`src/hw/rtl/obagg_pkg.sv`:
```
package obagg_pkg;

   localparam int SIDE_W   = 1;
   localparam int PRICE_W  = 17;
   localparam int VOLUME_W = 16;
   localparam int TOTAL_W  = 32;
   localparam int DEPTH_W  = 6;
   localparam int BOUND_W  = PRICE_W + 1;

   localparam logic [DEPTH_W-1:0] DEPTH_CAP   = 6'd32;
   localparam logic [DEPTH_W-1:0] DEPTH_RESET = 6'd32;

   localparam logic SIDE_BUY  = 1'b0;
   localparam logic SIDE_SELL = 1'b1;

   localparam logic REG_REPORT_DEPTH = 1'b0;

   localparam int QUEUE_DEPTH = 4;
   localparam int QPTR_W      = 2;
   localparam int QCNT_W      = 3;

   typedef struct packed {
      logic [SIDE_W-1:0]   side;
      logic [PRICE_W-1:0]  price;
      logic [VOLUME_W-1:0] volume;
      logic                last_order;
   } order_type;

   typedef struct packed {
      logic       valid;
      order_type  order;
   } queue_head_type;

   typedef struct packed {
      logic [PRICE_W-1:0] price;
      logic [TOTAL_W-1:0] volume;
   } entry_type;

   typedef struct packed {
      logic [SIDE_W-1:0]  out_side;
      logic [PRICE_W-1:0] out_price;
      logic [TOTAL_W-1:0] out_volume;
      logic               overflow_seen;
      logic               last_line;
   } line_type;

   typedef enum logic [3:0] {
      ST_IDLE,
      ST_ADD_SCAN,
      ST_ADD_WRITE,
      ST_RPT_START,
      ST_SELL_FIND,
      ST_SELL_EMIT,
      ST_SELL_OUT,
      ST_BUY_EMIT,
      ST_BUY_OUT,
      ST_DONE
   } state_type;

endpackage

```
`src/hw/rtl/obagg_if.sv`:
```
interface obagg_req_if;
   import obagg_pkg::*;
   logic                valid;
   logic                ready;
   logic [SIDE_W-1:0]   side;
   logic [PRICE_W-1:0]  price;
   logic [VOLUME_W-1:0] volume;
   logic                last_order;

   modport source (output valid, side, price, volume, last_order, input ready);
   modport sink   (input valid, side, price, volume, last_order, output ready);
endinterface


```
`src/hw/rtl/obagg_front.sv`:
```
module obagg_front import obagg_pkg::*; (
   input  logic           clock,
   input  logic           reset,
   obagg_req_if.sink      req,
   output queue_head_type head,
   input  logic           pop
);

   order_type             buf_ff [QUEUE_DEPTH];
   logic [QPTR_W-1:0]     wr_ptr_ff, wr_ptr_in;
   logic [QPTR_W-1:0]     rd_ptr_ff, rd_ptr_in;
   logic [QCNT_W-1:0]     cnt_ff, cnt_in;
   logic                  push;
   logic                  do_pop;
   order_type             req_order;

   assign req.ready  = (cnt_ff != QCNT_W'(QUEUE_DEPTH));
   assign push       = req.valid && req.ready;
   assign do_pop     = pop && (cnt_ff != '0);
   assign head.valid = (cnt_ff != '0);
   assign head.order = buf_ff[rd_ptr_ff];

   always_comb begin
      req_order.side       = req.side;
      req_order.price      = req.price;
      req_order.volume     = req.volume;
      req_order.last_order = req.last_order;
      wr_ptr_in = push ? QPTR_W'(wr_ptr_ff + 1'b1) : wr_ptr_ff;
      rd_ptr_in = do_pop ? QPTR_W'(rd_ptr_ff + 1'b1) : rd_ptr_ff;
      cnt_in    = cnt_ff;
      if (push && !do_pop) begin
         cnt_in = QCNT_W'(cnt_ff + 1'b1);
      end else if (do_pop && !push) begin
         cnt_in = QCNT_W'(cnt_ff - 1'b1);
      end
   end

   always_ff @(posedge clock) begin
      if (reset) begin
         wr_ptr_ff <= '0;
         rd_ptr_ff <= '0;
         cnt_ff    <= '0;
      end else begin
         wr_ptr_ff <= wr_ptr_in;
         rd_ptr_ff <= rd_ptr_in;
         cnt_ff    <= cnt_in;
      end
   end

   always_ff @(posedge clock) begin
      if (push) begin
         buf_ff[wr_ptr_ff] <= req_order;
      end
   end

endmodule

```
`src/flat_wrapper.sv`:
```
// flat-port wrapper written by rule: the top's interface ports become plain ports
module obagg_front_flat import obagg_pkg::*;
  (clock, reset, head, pop, req_valid, req_side, req_price, req_volume, req_last_order, req_ready);
  obagg_req_if req_i ();
  input  logic clock;
  input  logic reset;
  output queue_head_type head;
  input  logic pop;
  input wire logic [$bits(req_i.valid)-1:0] req_valid;
  input wire logic [$bits(req_i.side)-1:0] req_side;
  input wire logic [$bits(req_i.price)-1:0] req_price;
  input wire logic [$bits(req_i.volume)-1:0] req_volume;
  input wire logic [$bits(req_i.last_order)-1:0] req_last_order;
  output wire logic [$bits(req_i.ready)-1:0] req_ready;
  assign req_i.valid = req_valid;
  assign req_i.side = req_side;
  assign req_i.price = req_price;
  assign req_i.volume = req_volume;
  assign req_i.last_order = req_last_order;
  assign req_ready = req_i.ready;
  obagg_front u_core (.clock(clock), .reset(reset), .req(req_i), .head(head), .pop(pop));
endmodule
```
`config.mk`:
```
export PLATFORM = sky130hd
export DESIGN_NAME = obagg_front_flat
export DESIGN_NICKNAME = d
export VERILOG_FILES = /design/src/hw/rtl/obagg_pkg.sv /design/src/hw/rtl/obagg_if.sv /design/src/hw/rtl/obagg_front.sv /design/src/flat_wrapper.sv
export SDC_FILE = /design/constraint.sdc
export NUM_CORES = 1
export LEC_CHECK = 0
export ABC_AREA = 1
export BUFFER_PORTS_ARGS = -buffer_cell sky130_fd_sc_hd__buf_2
export CORE_ASPECT_RATIO = 2
export CORE_UTILIZATION = 40
export DETAILED_ROUTE_END_ITERATION = 10
export PLACE_DENSITY = 0.63
export SLEW_MARGIN = 20
export SYNTH_ARGS = -nofsm -noshare
export SYNTH_HDL_FRONTEND = slang
export SYNTH_SLANG_ARGS = --single-unit
export TNS_END_PERCENT = 50
```
`constraint.sdc`:
```
create_clock -name clock -period 3.1 [get_ports clock]
set_input_delay 0.465 -clock clock [delete_from_list [all_inputs] [get_ports clock]]
set_output_delay 0.465 -clock clock [all_outputs]
set_load 0.01 [all_outputs]
```
==> report_table.html, run 1 <==
<table>
<tr><th>Metric</th><th>Value</th></tr>
<tr><th colspan="2">Run status</th></tr>
<tr><td>Run status</td><td>completed</td></tr>
<tr><th colspan="2">Worst setup path</th></tr>
<tr><td>CP cell instances</td><td>buf_4, o21ai_0, o22ai_1, buf_2</td></tr>
<tr><td>Stage delay of the slowest cell on the critical path</td><td>0.72 ns</td></tr>
<tr><td>Depth of the most critical reg-to-reg path</td><td>9</td></tr>
<tr><td>Worst Path Class, Setup</td><td>reg -&gt; out</td></tr>
<tr><td>CP required</td><td>2.63 ns</td></tr>
<tr><td>Critical-path top delay cell</td><td>dfxtp_2</td></tr>
<tr><td>Data arrival time at the worst-slack endpoint</td><td>2.18 ns</td></tr>
<tr><td>Biggest fanout along the worst timing path</td><td>40</td></tr>
<tr><td>Crit. End Element</td><td>output pin</td></tr>
<tr><td>Type of origin of the critical path</td><td>register</td></tr>
<tr><th colspan="2">Cells and area</th></tr>
<tr><td>Final cell count without fillers</td><td>689</td></tr>
<tr><td>Total number of nets in the final design</td><td>532</td></tr>
<tr><td>Footprint of the multi-input gates</td><td>~1100 µm²</td></tr>
<tr><td>Antenna fix cells</td><td>0</td></tr>
<tr><td>Final standard cell area without fillers</td><td>between 6000 and 7000 µm²</td></tr>
<tr><td>Synthesis-to-finish area growth</td><td>20.9%</td></tr>
<tr><td>Area of all sequential standard cells</td><td>about 4400 µm²</td></tr>
<tr><td>Layout cells sized above 1</td><td>0.246</td></tr>
<tr><td>Filler instances</td><td>about 1,200</td></tr>
<tr><th colspan="2">Timing</th></tr>
<tr><td>Setup Total Neg Slack</td><td>0 ns</td></tr>
<tr><td>Count of final max-slew check failures</td><td>0</td></tr>
<tr><td>Final Hold Vio Count</td><td>0</td></tr>
<tr><td>Setup WS post-layout</td><td>0.451 ns</td></tr>
<tr><td>Worst slack on hold paths</td><td>approximately 0.27 ns</td></tr>
<tr><td>Maximum clock frequency</td><td>between 300 and 400 MHz</td></tr>
<tr><td>Largest clock skew in the final design</td><td>0.00963 ns</td></tr>
<tr><td>Final period utilization</td><td>0.854</td></tr>
<tr><td>Setup repair after global routing missed its margin</td><td>false</td></tr>
<tr><td>Worst-margin pin slew</td><td>0.676 ns</td></tr>
<tr><td>Max transition margin</td><td>0.548</td></tr>
<tr><td>Number of endpoints failing setup at the final stage</td><td>0</td></tr>
<tr><td>Minimum clock period</td><td>2.65 ns</td></tr>
<tr><th colspan="2">CTS</th></tr>
<tr><td>Num Clock Sinks</td><td>149</td></tr>
<tr><td>Deepest level of the CTS H-tree</td><td>4</td></tr>
<tr><td>Max Root-Sink Buffers</td><td>2</td></tr>
<tr><td>Root buffer selected by CTS</td><td>clkbuf_16</td></tr>
<tr><td>Hold bufs inserted after CTS</td><td>0</td></tr>
<tr><td>Clock transition at the registers of the reported paths</td><td>0.06 ns</td></tr>
<tr><td>Total CTS buffers</td><td>17</td></tr>
<tr><td>Post-CTS Repair Setup Buffers</td><td>0</td></tr>
<tr><td>Clock insertion delay at the later pin of the skew report</td><td>0.41 ns</td></tr>
<tr><td>Post-cts resize count</td><td>0</td></tr>
<tr><td>TritonCTS clock tree</td><td>yes</td></tr>
<tr><th colspan="2">Global routing</th></tr>
<tr><td>GR Overflow Total</td><td>0</td></tr>
<tr><td>Initial antenna violation count</td><td>0</td></tr>
<tr><td>Via count of the first global-routing pass</td><td>3,591</td></tr>
<tr><td>First-pass GRT wire length</td><td>18.0 mm</td></tr>
<tr><td>All-Layer GR Usage</td><td>0.168</td></tr>
<tr><td>Largest net degree at the start of global routing</td><td>71</td></tr>
<tr><th colspan="2">Synth</th></tr>
<tr><td>Cell area after synthesis</td><td>5670 µm²</td></tr>
<tr><td>Post-synth ARST share</td><td>0</td></tr>
<tr><td>Multiplexer area fraction after synthesis</td><td>0</td></tr>
<tr><td>Simple-gate share of the synthesized area</td><td>0.0726</td></tr>
<tr><td>Total of flip-flops plus latches after synthesis</td><td>149</td></tr>
<tr><td>Xor-xnor portion of the synthesized cell area</td><td>0.00154</td></tr>
<tr><td>Number of enable-type register cells in the synthesized netlist</td><td>140</td></tr>
<tr><td>Dominant combinational cell family by area after synthesis</td><td>compound AO/OA/AOI/OAI gates</td></tr>
<tr><td>Sequential cell area fraction in the yosys report</td><td>0.773</td></tr>
<tr><td>Number of nets in the synthesized netlist</td><td>approximately 450</td></tr>
<tr><td>Synthesis Warnings</td><td>0</td></tr>
<tr><td>Fraction of the mapped netlist area in compound gates</td><td>0.104</td></tr>
<tr><td>Cells after synthesis</td><td>between 400 and 500</td></tr>
<tr><td>Count of different cell masters after synthesis</td><td>21</td></tr>
<tr><td>Ys flop type</td><td>edfxtp_1</td></tr>
<tr><td>Average instance area after synthesis</td><td>14.0 µm²</td></tr>
<tr><td>Post-Synth Adder-Cell Area</td><td>0.0146</td></tr>
<tr><th colspan="2">Placement</th></tr>
<tr><td>Final estimated routing congestion in global placement</td><td>~0.77</td></tr>
<tr><td>Placed cell count</td><td>~660</td></tr>
<tr><td>Post-place setup slack</td><td>0.856 ns</td></tr>
<tr><td>Placed wire-length estimate</td><td>7.11 mm</td></tr>
<tr><td>IO buf count</td><td>75</td></tr>
<tr><td>Post-DP Area</td><td>6240 µm²</td></tr>
<tr><th colspan="2">Route</th></tr>
<tr><td>Per-cell via count in the routed design</td><td>4.99</td></tr>
<tr><td>Iteration-0 DRC count of the detailed router</td><td>between 200 and 250</td></tr>
<tr><td>Routed wire per std cell</td><td>16.8 µm</td></tr>
<tr><td>Final routed wirelength across all metal layers</td><td>approximately 12 mm</td></tr>
<tr><td>Routed Antenna Nets</td><td>0</td></tr>
<tr><td>Vias</td><td>3,438</td></tr>
<tr><td>First-pass iteration count of the detailed router</td><td>4</td></tr>
<tr><td># DRC</td><td>0</td></tr>
<tr><th colspan="2">Floorplan</th></tr>
<tr><td>Top-level I/O count</td><td>76</td></tr>
<tr><td>Total core area</td><td>13,900 µm²</td></tr>
<tr><td>Die Span Y</td><td>approximately 170 µm</td></tr>
<tr><td>Effective utilization at floorplan</td><td>0.408</td></tr>
<tr><td>Cell row count</td><td>about 60</td></tr>
<tr><td>Total die area</td><td>14,700 µm²</td></tr>
<tr><td>Die boundary width</td><td>86.2 µm</td></tr>
<tr><th colspan="2">Pwr</th></tr>
<tr><td>IR drop worst, VDD</td><td>0.544 mV</td></tr>
<tr><td>Leakage power</td><td>2.45 nW</td></tr>
<tr><td>Power Density</td><td>about 870 nW/µm²</td></tr>
<tr><th colspan="2">Min path</th></tr>
<tr><td>Cell count of the worst hold path</td><td>1</td></tr>
<tr><td>Hold crit path type</td><td>in -&gt; reg</td></tr>
<tr><th colspan="2">Run</th></tr>
<tr><td>Number of max-cap violations</td><td>0</td></tr>
</table>
[layout by cell type, fill, tap and decap left out, types with 5 or more instances in the layout]
| cell | n |
|---|---|
| edfxtp_1 | 140 |
| nor2_1 | 79 |
| buf_2 | 75 |
| o21ai_0 | 50 |
| o22ai_1 | 35 |
| o21ai_1 | 21 |
| clkbuf_16 | 17 |
| inv_1 | 14 |
| nand2_1 | 11 |
| dfxtp_1 | 8 |
| buf_4 | 8 |
| ha_1 | 5 |
[final cells by class]
cell class                      instances  share of cell area
Clock buffer                           18              0.0626
Clock inverter                         14              0.0268
Inverter                               16             0.00913
Multi-Input combinational cell        220               0.164
Sequential cell                       149               0.640
Tap cell                              189              0.0345
Timing Repair Buffer                   83              0.0635
[per-layer routing]
layer,vias up,wire length (µm),track usage,part of all wire
met5,-,0,0,0
met4,0,188,0.0899,0.016
met3,12,519,0.0470,0.045
met2,75,6640,0.301,0.57
met1,1695,4210,0.174,0.36
li1,1656,-,-,-
[worst paths after layout]
path	from	end	slack (ns)
max	register	head[5]	0.45
min	req_price[16]	u_core.buf_ff[1][33]$_DFFE_PP_	0.27
max reg2reg	u_core.cnt_ff[0]$_SDFFE_PP0P_	u_core.cnt_ff[1]$_SDFFE_PP0P_	1.06
min reg2reg	u_core.rd_ptr_ff[0]$_SDFFE_PP0P_	register	0.50
[critical path: cells and delay by family (launching register included)]
kind / cells / cell delay [ns]
buffers and inverters: 2 / 0.66
AOI/OAI and AO/OA: 2 / 0.39
DFF: 1 / 0.72
[logic make-up after synthesis]
logic type / Yosys count
flip-flops: 149
adder cells (fa/ha/maj): 6
AO/OA/AOI/OAI: 109
buffers and inverters: 37
AND/OR/NAND/NOR: 104
XOR/XNOR: 1
[registers in the layout, indices dropped and copies added, names as in the netlist, named ones only]
name and flops:
u_core.wr_ptr_ff 2, u_core.cnt_ff 3, u_core.rd_ptr_ff 2, u_core.buf_ff 140
[report_power, final]
part	internal (W)	switching (W)
combinational	0.000434	0.000850
sequential	0.00245	0.000111
clock	0.00134	0.000753
[cell usage after synthesis, types with 3 or more instances]
cell,count,area share
o21ai_1,21,0.019
buf_4,8,0.011
ha_1,5,0.011
edfxtp_1,140,0.74
dfxtp_1,9,0.032
inv_1,14,0.0093
buf_2,12,0.011
nand2_1,11,0.0073
o22ai_1,35,0.039
nand3_1,4,0.0035
a21oi_1,3,0.0026
nor2_1,83,0.055
nand2_2,4,0.0044
o21ai_0,50,0.044
[stage by stage]
stage / power [W] / utilization
final: 0.00594 / 0.494
after global routing: 0.00623 / 0.494
after CTS: 0.00600 / 0.494
after detailed placement: 0.00391 / 0.449
after global placement: 0.00386 / 0.449
after floorplan: 0.00341 / -
Power figures use the tool's default switching activity.
==> run 2, diff against run 1 <==
Settings changed: BUFFER_PORTS_ARGS -buffer_cell sky130_fd_sc_hd__buf_2 to not set, CORE_ASPECT_RATIO 2 to 0.8, DONT_BUFFER_PORTS set to 1, PLACE_DENSITY 0.63 to 0.58.
==> run 2 against run 1 <==
Compared with the run above:
- critical path depth decreased by 1
- non-clock buffer count fell by 76
- design area decreased by 5.3%
- core utilization fell by 1.9 points
- global-route usage decreased by 0.45 points
- clock skew is 0.0019 ns higher
- first-iteration DRC count down 22%
==> report_table.html, run 2 (same netlist as run 1, synthesis figures left out) <==
<table>
<tr><th>Metric</th><th>Value</th></tr>
<tr><th colspan="2">Timing</th></tr>
<tr><td>Number of endpoints failing setup at the final stage</td><td>0 (unchanged)</td></tr>
<tr><td>Largest clock skew in the final design</td><td>0.0115 ns (was 0.00963 ns)</td></tr>
<tr><td>Max transition margin</td><td>0.527 (was 0.548)</td></tr>
<tr><td>Maximum clock frequency</td><td>440 MHz (was 378 MHz)</td></tr>
<tr><td>Worst-margin pin slew</td><td>0.709 ns (was 0.676 ns)</td></tr>
<tr><td>Count of final max-slew check failures</td><td>0 (unchanged)</td></tr>
<tr><td>Setup repair after global routing missed its margin</td><td>false (unchanged)</td></tr>
<tr><td>Setup Total Neg Slack</td><td>0 ns (unchanged)</td></tr>
<tr><td>Final Hold Vio Count</td><td>0 (unchanged)</td></tr>
<tr><td>Minimum clock period</td><td>2.27 ns (was 2.65 ns)</td></tr>
<tr><td>Final period utilization</td><td>0.733 (was 0.854)</td></tr>
<tr><th colspan="2">CTS</th></tr>
<tr><td>Hold bufs inserted after CTS</td><td>0 (unchanged)</td></tr>
<tr><td>TritonCTS clock tree</td><td>yes (unchanged)</td></tr>
<tr><td>Post-cts resize count</td><td>0 (unchanged)</td></tr>
<tr><td>Post-CTS Repair Setup Buffers</td><td>0 (unchanged)</td></tr>
<tr><td>Root buffer selected by CTS</td><td>clkbuf_16 (unchanged)</td></tr>
<tr><td>Clock transition at the registers of the reported paths</td><td>0.06 ns (about the same)</td></tr>
<tr><td>Deepest level of the CTS H-tree</td><td>4 (unchanged)</td></tr>
<tr><td>Max Root-Sink Buffers</td><td>2 (unchanged)</td></tr>
<tr><td>Num Clock Sinks</td><td>149 (unchanged)</td></tr>
<tr><td>Clock insertion delay at the later pin of the skew report</td><td>0.41 ns (about the same)</td></tr>
<tr><td>Total CTS buffers</td><td>17 (unchanged)</td></tr>
<tr><th colspan="2">Floorplan</th></tr>
<tr><td>Total die area</td><td>14,700 µm² (about the same)</td></tr>
<tr><td>Total core area</td><td>13,700 µm² (was 13,900 µm²)</td></tr>
<tr><td>Cell row count</td><td>38 (was 61)</td></tr>
<tr><td>Top-level I/O count</td><td>76 (unchanged)</td></tr>
<tr><td>Die Span Y</td><td>108 µm (was 170 µm)</td></tr>
<tr><td>Effective utilization at floorplan</td><td>0.414 (was 0.408)</td></tr>
<tr><td>Die boundary width</td><td>135 µm (was 86.2 µm)</td></tr>
<tr><th colspan="2">Pwr</th></tr>
<tr><td>Leakage power</td><td>2.15 nW (was 2.45 nW)</td></tr>
<tr><td>Clock network power share</td><td>0.364 (was 0.353)</td></tr>
<tr><td>Power Density</td><td>879 nW/µm² (was 866 nW/µm²)</td></tr>
<tr><td>Switching pwr</td><td>0.00164 W (was 0.00171 W)</td></tr>
<tr><td>Fraction of power consumed by combinational cells</td><td>0.194 (was 0.216)</td></tr>
<tr><td>Fraction of power spent switching nets</td><td>0.287 (was 0.289)</td></tr>
<tr><td>Internal cell power</td><td>0.00407 W (was 0.00422 W)</td></tr>
<tr><td>IR drop worst, VDD</td><td>0.402 mV (was 0.544 mV)</td></tr>
<tr><td>Relative contribution of sequential cells to total power</td><td>0.442 (was 0.431)</td></tr>
<tr><th colspan="2">Route</th></tr>
<tr><td># DRC</td><td>0 (unchanged)</td></tr>
<tr><td>Vias</td><td>3,142 (was 3,438)</td></tr>
<tr><td>First-pass iteration count of the detailed router</td><td>4 (unchanged)</td></tr>
<tr><td>Routed Antenna Nets</td><td>0 (unchanged)</td></tr>
<tr><td>Per-cell via count in the routed design</td><td>5.20 (was 4.99)</td></tr>
<tr><td>Final routed wirelength across all metal layers</td><td>11.3 mm (was 11.6 mm)</td></tr>
<tr><td>Iteration-0 DRC count of the detailed router</td><td>158 (was 202)</td></tr>
<tr><td>Routed wire per std cell</td><td>18.7 µm (was 16.8 µm)</td></tr>
<tr><th colspan="2">Global routing</th></tr>
<tr><td>Initial antenna violation count</td><td>0 (unchanged)</td></tr>
<tr><td>All-Layer GR Usage</td><td>0.164 (was 0.168)</td></tr>
<tr><td>Via count of the first global-routing pass</td><td>3,136 (was 3,591)</td></tr>
<tr><td>First-pass GRT wire length</td><td>17.3 mm (was 18.0 mm)</td></tr>
<tr><td>Largest net degree at the start of global routing</td><td>71 (unchanged)</td></tr>
<tr><td>GR Overflow Total</td><td>0 (unchanged)</td></tr>
<tr><th colspan="2">Worst setup path</th></tr>
<tr><td>Number of buffer and inverter stages on the critical path</td><td>1 (was 2)</td></tr>
<tr><td>Type of origin of the critical path</td><td>register (unchanged)</td></tr>
<tr><td>Worst Path Class, Setup</td><td>reg -&gt; out (unchanged)</td></tr>
<tr><td>Stage delay of the slowest cell on the critical path</td><td>0.50 ns (was 0.72 ns)</td></tr>
<tr><td>CP required</td><td>2.63 ns (about the same)</td></tr>
<tr><td>Top delay family on crit path</td><td>compound AO/OA/AOI/OAI gates (was flip-flops)</td></tr>
<tr><td>CP cell instances</td><td>inv_2, o21ai_0, o22ai_1 (was buf_4, o21ai_0, o22ai_1, buf_2)</td></tr>
<tr><td>Data arrival time at the worst-slack endpoint</td><td>1.81 ns (was 2.18 ns)</td></tr>
<tr><td>Crit. End Element</td><td>output pin (unchanged)</td></tr>
<tr><td>Critical-path top delay cell</td><td>inv_2 (was dfxtp_2)</td></tr>
<tr><td>Biggest fanout along the worst timing path</td><td>35 (was 40)</td></tr>
<tr><th colspan="2">Cells and area</th></tr>
<tr><td>Filler instances</td><td>1,197 (was 1,232)</td></tr>
<tr><td>Top Registers</td><td>u_core.buf_ff (140), u_core.cnt_ff (3) (unchanged)</td></tr>
<tr><td>Number of flip-flops in the largest register</td><td>140 (unchanged)</td></tr>
<tr><td>Largest Register</td><td>u_core.buf_ff (unchanged)</td></tr>
<tr><td>Antenna fix cells</td><td>0 (unchanged)</td></tr>
<tr><td>Area of all sequential standard cells</td><td>4390 µm² (unchanged)</td></tr>
<tr><td>Most common cell after layout, fill and taps aside</td><td>edfxtp_1 (unchanged)</td></tr>
<tr><td>Top library cells by usage in the layout, fill and taps aside</td><td>140 x edfxtp_1, 79 x nor2_1, 50 x o21ai_0, 35 x o22ai_1, 21 x o21ai_1 (was 140 x edfxtp_1, 79 x nor2_1, 75 x buf_2, 50 x o21ai_0, 35 x o22ai_1)</td></tr>
<tr><td>Footprint of the multi-input gates</td><td>1120 µm² (unchanged)</td></tr>
<tr><td>Total number of nets in the final design</td><td>456 (was 532)</td></tr>
<tr><td>Synthesis-to-finish area growth</td><td>14.5% (was 20.9%)</td></tr>
<tr><td>Layout cells sized above 1</td><td>0.104 (was 0.246)</td></tr>
<tr><td>Final cell count without fillers</td><td>604 (was 689)</td></tr>
<tr><th colspan="2">Min path</th></tr>
<tr><td>Hold crit path type</td><td>in -&gt; reg (unchanged)</td></tr>
<tr><th colspan="2">Placement</th></tr>
<tr><td>Placed wire-length estimate</td><td>6.40 mm (was 7.11 mm)</td></tr>
<tr><td>IO buf count</td><td>0 (was 75)</td></tr>
<tr><td>Final estimated routing congestion in global placement</td><td>0.756 (was 0.766)</td></tr>
<tr><td>Placed cell count</td><td>572 (was 657)</td></tr>
<tr><th colspan="2">Run</th></tr>
<tr><td>Number of max-cap violations</td><td>0 (unchanged)</td></tr>
<tr><th colspan="2">Run status</th></tr>
<tr><td>Run status</td><td>completed (unchanged)</td></tr>
</table>
[run 2: cell count changes in the layout (fill, tap and decap cells not counted), sizes merged]
cell,before,now
inv,17,16
clkinv,8,6
clkinvlp,1,2
buf,83,7
clkbuf,18,20
[run 2: stage by stage]
step	area, µm²	setup slack (ns)	utilization	total power [W]	hold WS, ns
finish	6490	0.828	0.474	0.00571	0.119
global route	6490	0.672	0.474	0.00598	0.0966
CTS	6490	0.786	0.474	0.00577	0.103
detailed placement	5900	1.07	0.431	0.00370	0.491
global placement	5900	1.16	0.431	0.00367	0.477
floorplan	5670	0.533	-	0.00341	0.460
[run 2: layer usage]
layer / share of wire / vias to the layer above / GRT usage / wire length [µm]
li1: - / 1502 / - / -
met1: 0.43 / 1553 / 0.195 / 4870
met2: 0.49 / 83 / 0.270 / 5540
met3: 0.076 / 4 / 0.0717 / 864
met4: 0.0030 / 0 / 0.0457 / 34
met5: 0 / - / 0 / 0
[run 2: area by class of cell]
class                   count  share of cell area
multi-input cells         220               0.173
clock inverters            12              0.0247
inverters                  16             0.00963
clock buffers              20              0.0672
well taps                 180              0.0347
repair buffers              7              0.0158
flip-flops and latches    149               0.675
[run 2: worst paths after layout]
path                                          from                               end  slack, ns  depth (start not counted)
setup / recovery                          register                          head[33]       0.83                          3
hold / removal                               reset  u_core.rd_ptr_ff[0]$_SDFFE_PP0P_       0.12                          1
setup reg to reg     u_core.cnt_ff[0]$_SDFFE_PP0P_     u_core.cnt_ff[1]$_SDFFE_PP0P_       1.06                          9
hold reg to reg   u_core.rd_ptr_ff[0]$_SDFFE_PP0P_  u_core.rd_ptr_ff[0]$_SDFFE_PP0P_       0.50                          2
[run 2: power by group through the flow]
stage	combinational, W	sequential [W]	clock (W)
detailed placement	0.00113	0.00256	0
global placement	0.00111	0.00255	0
CTS	0.00114	0.00252	0.00211
finish	0.00111	0.00252	0.00208
floorplan	0.000859	0.00255	0
global route	0.00124	0.00254	0.00219
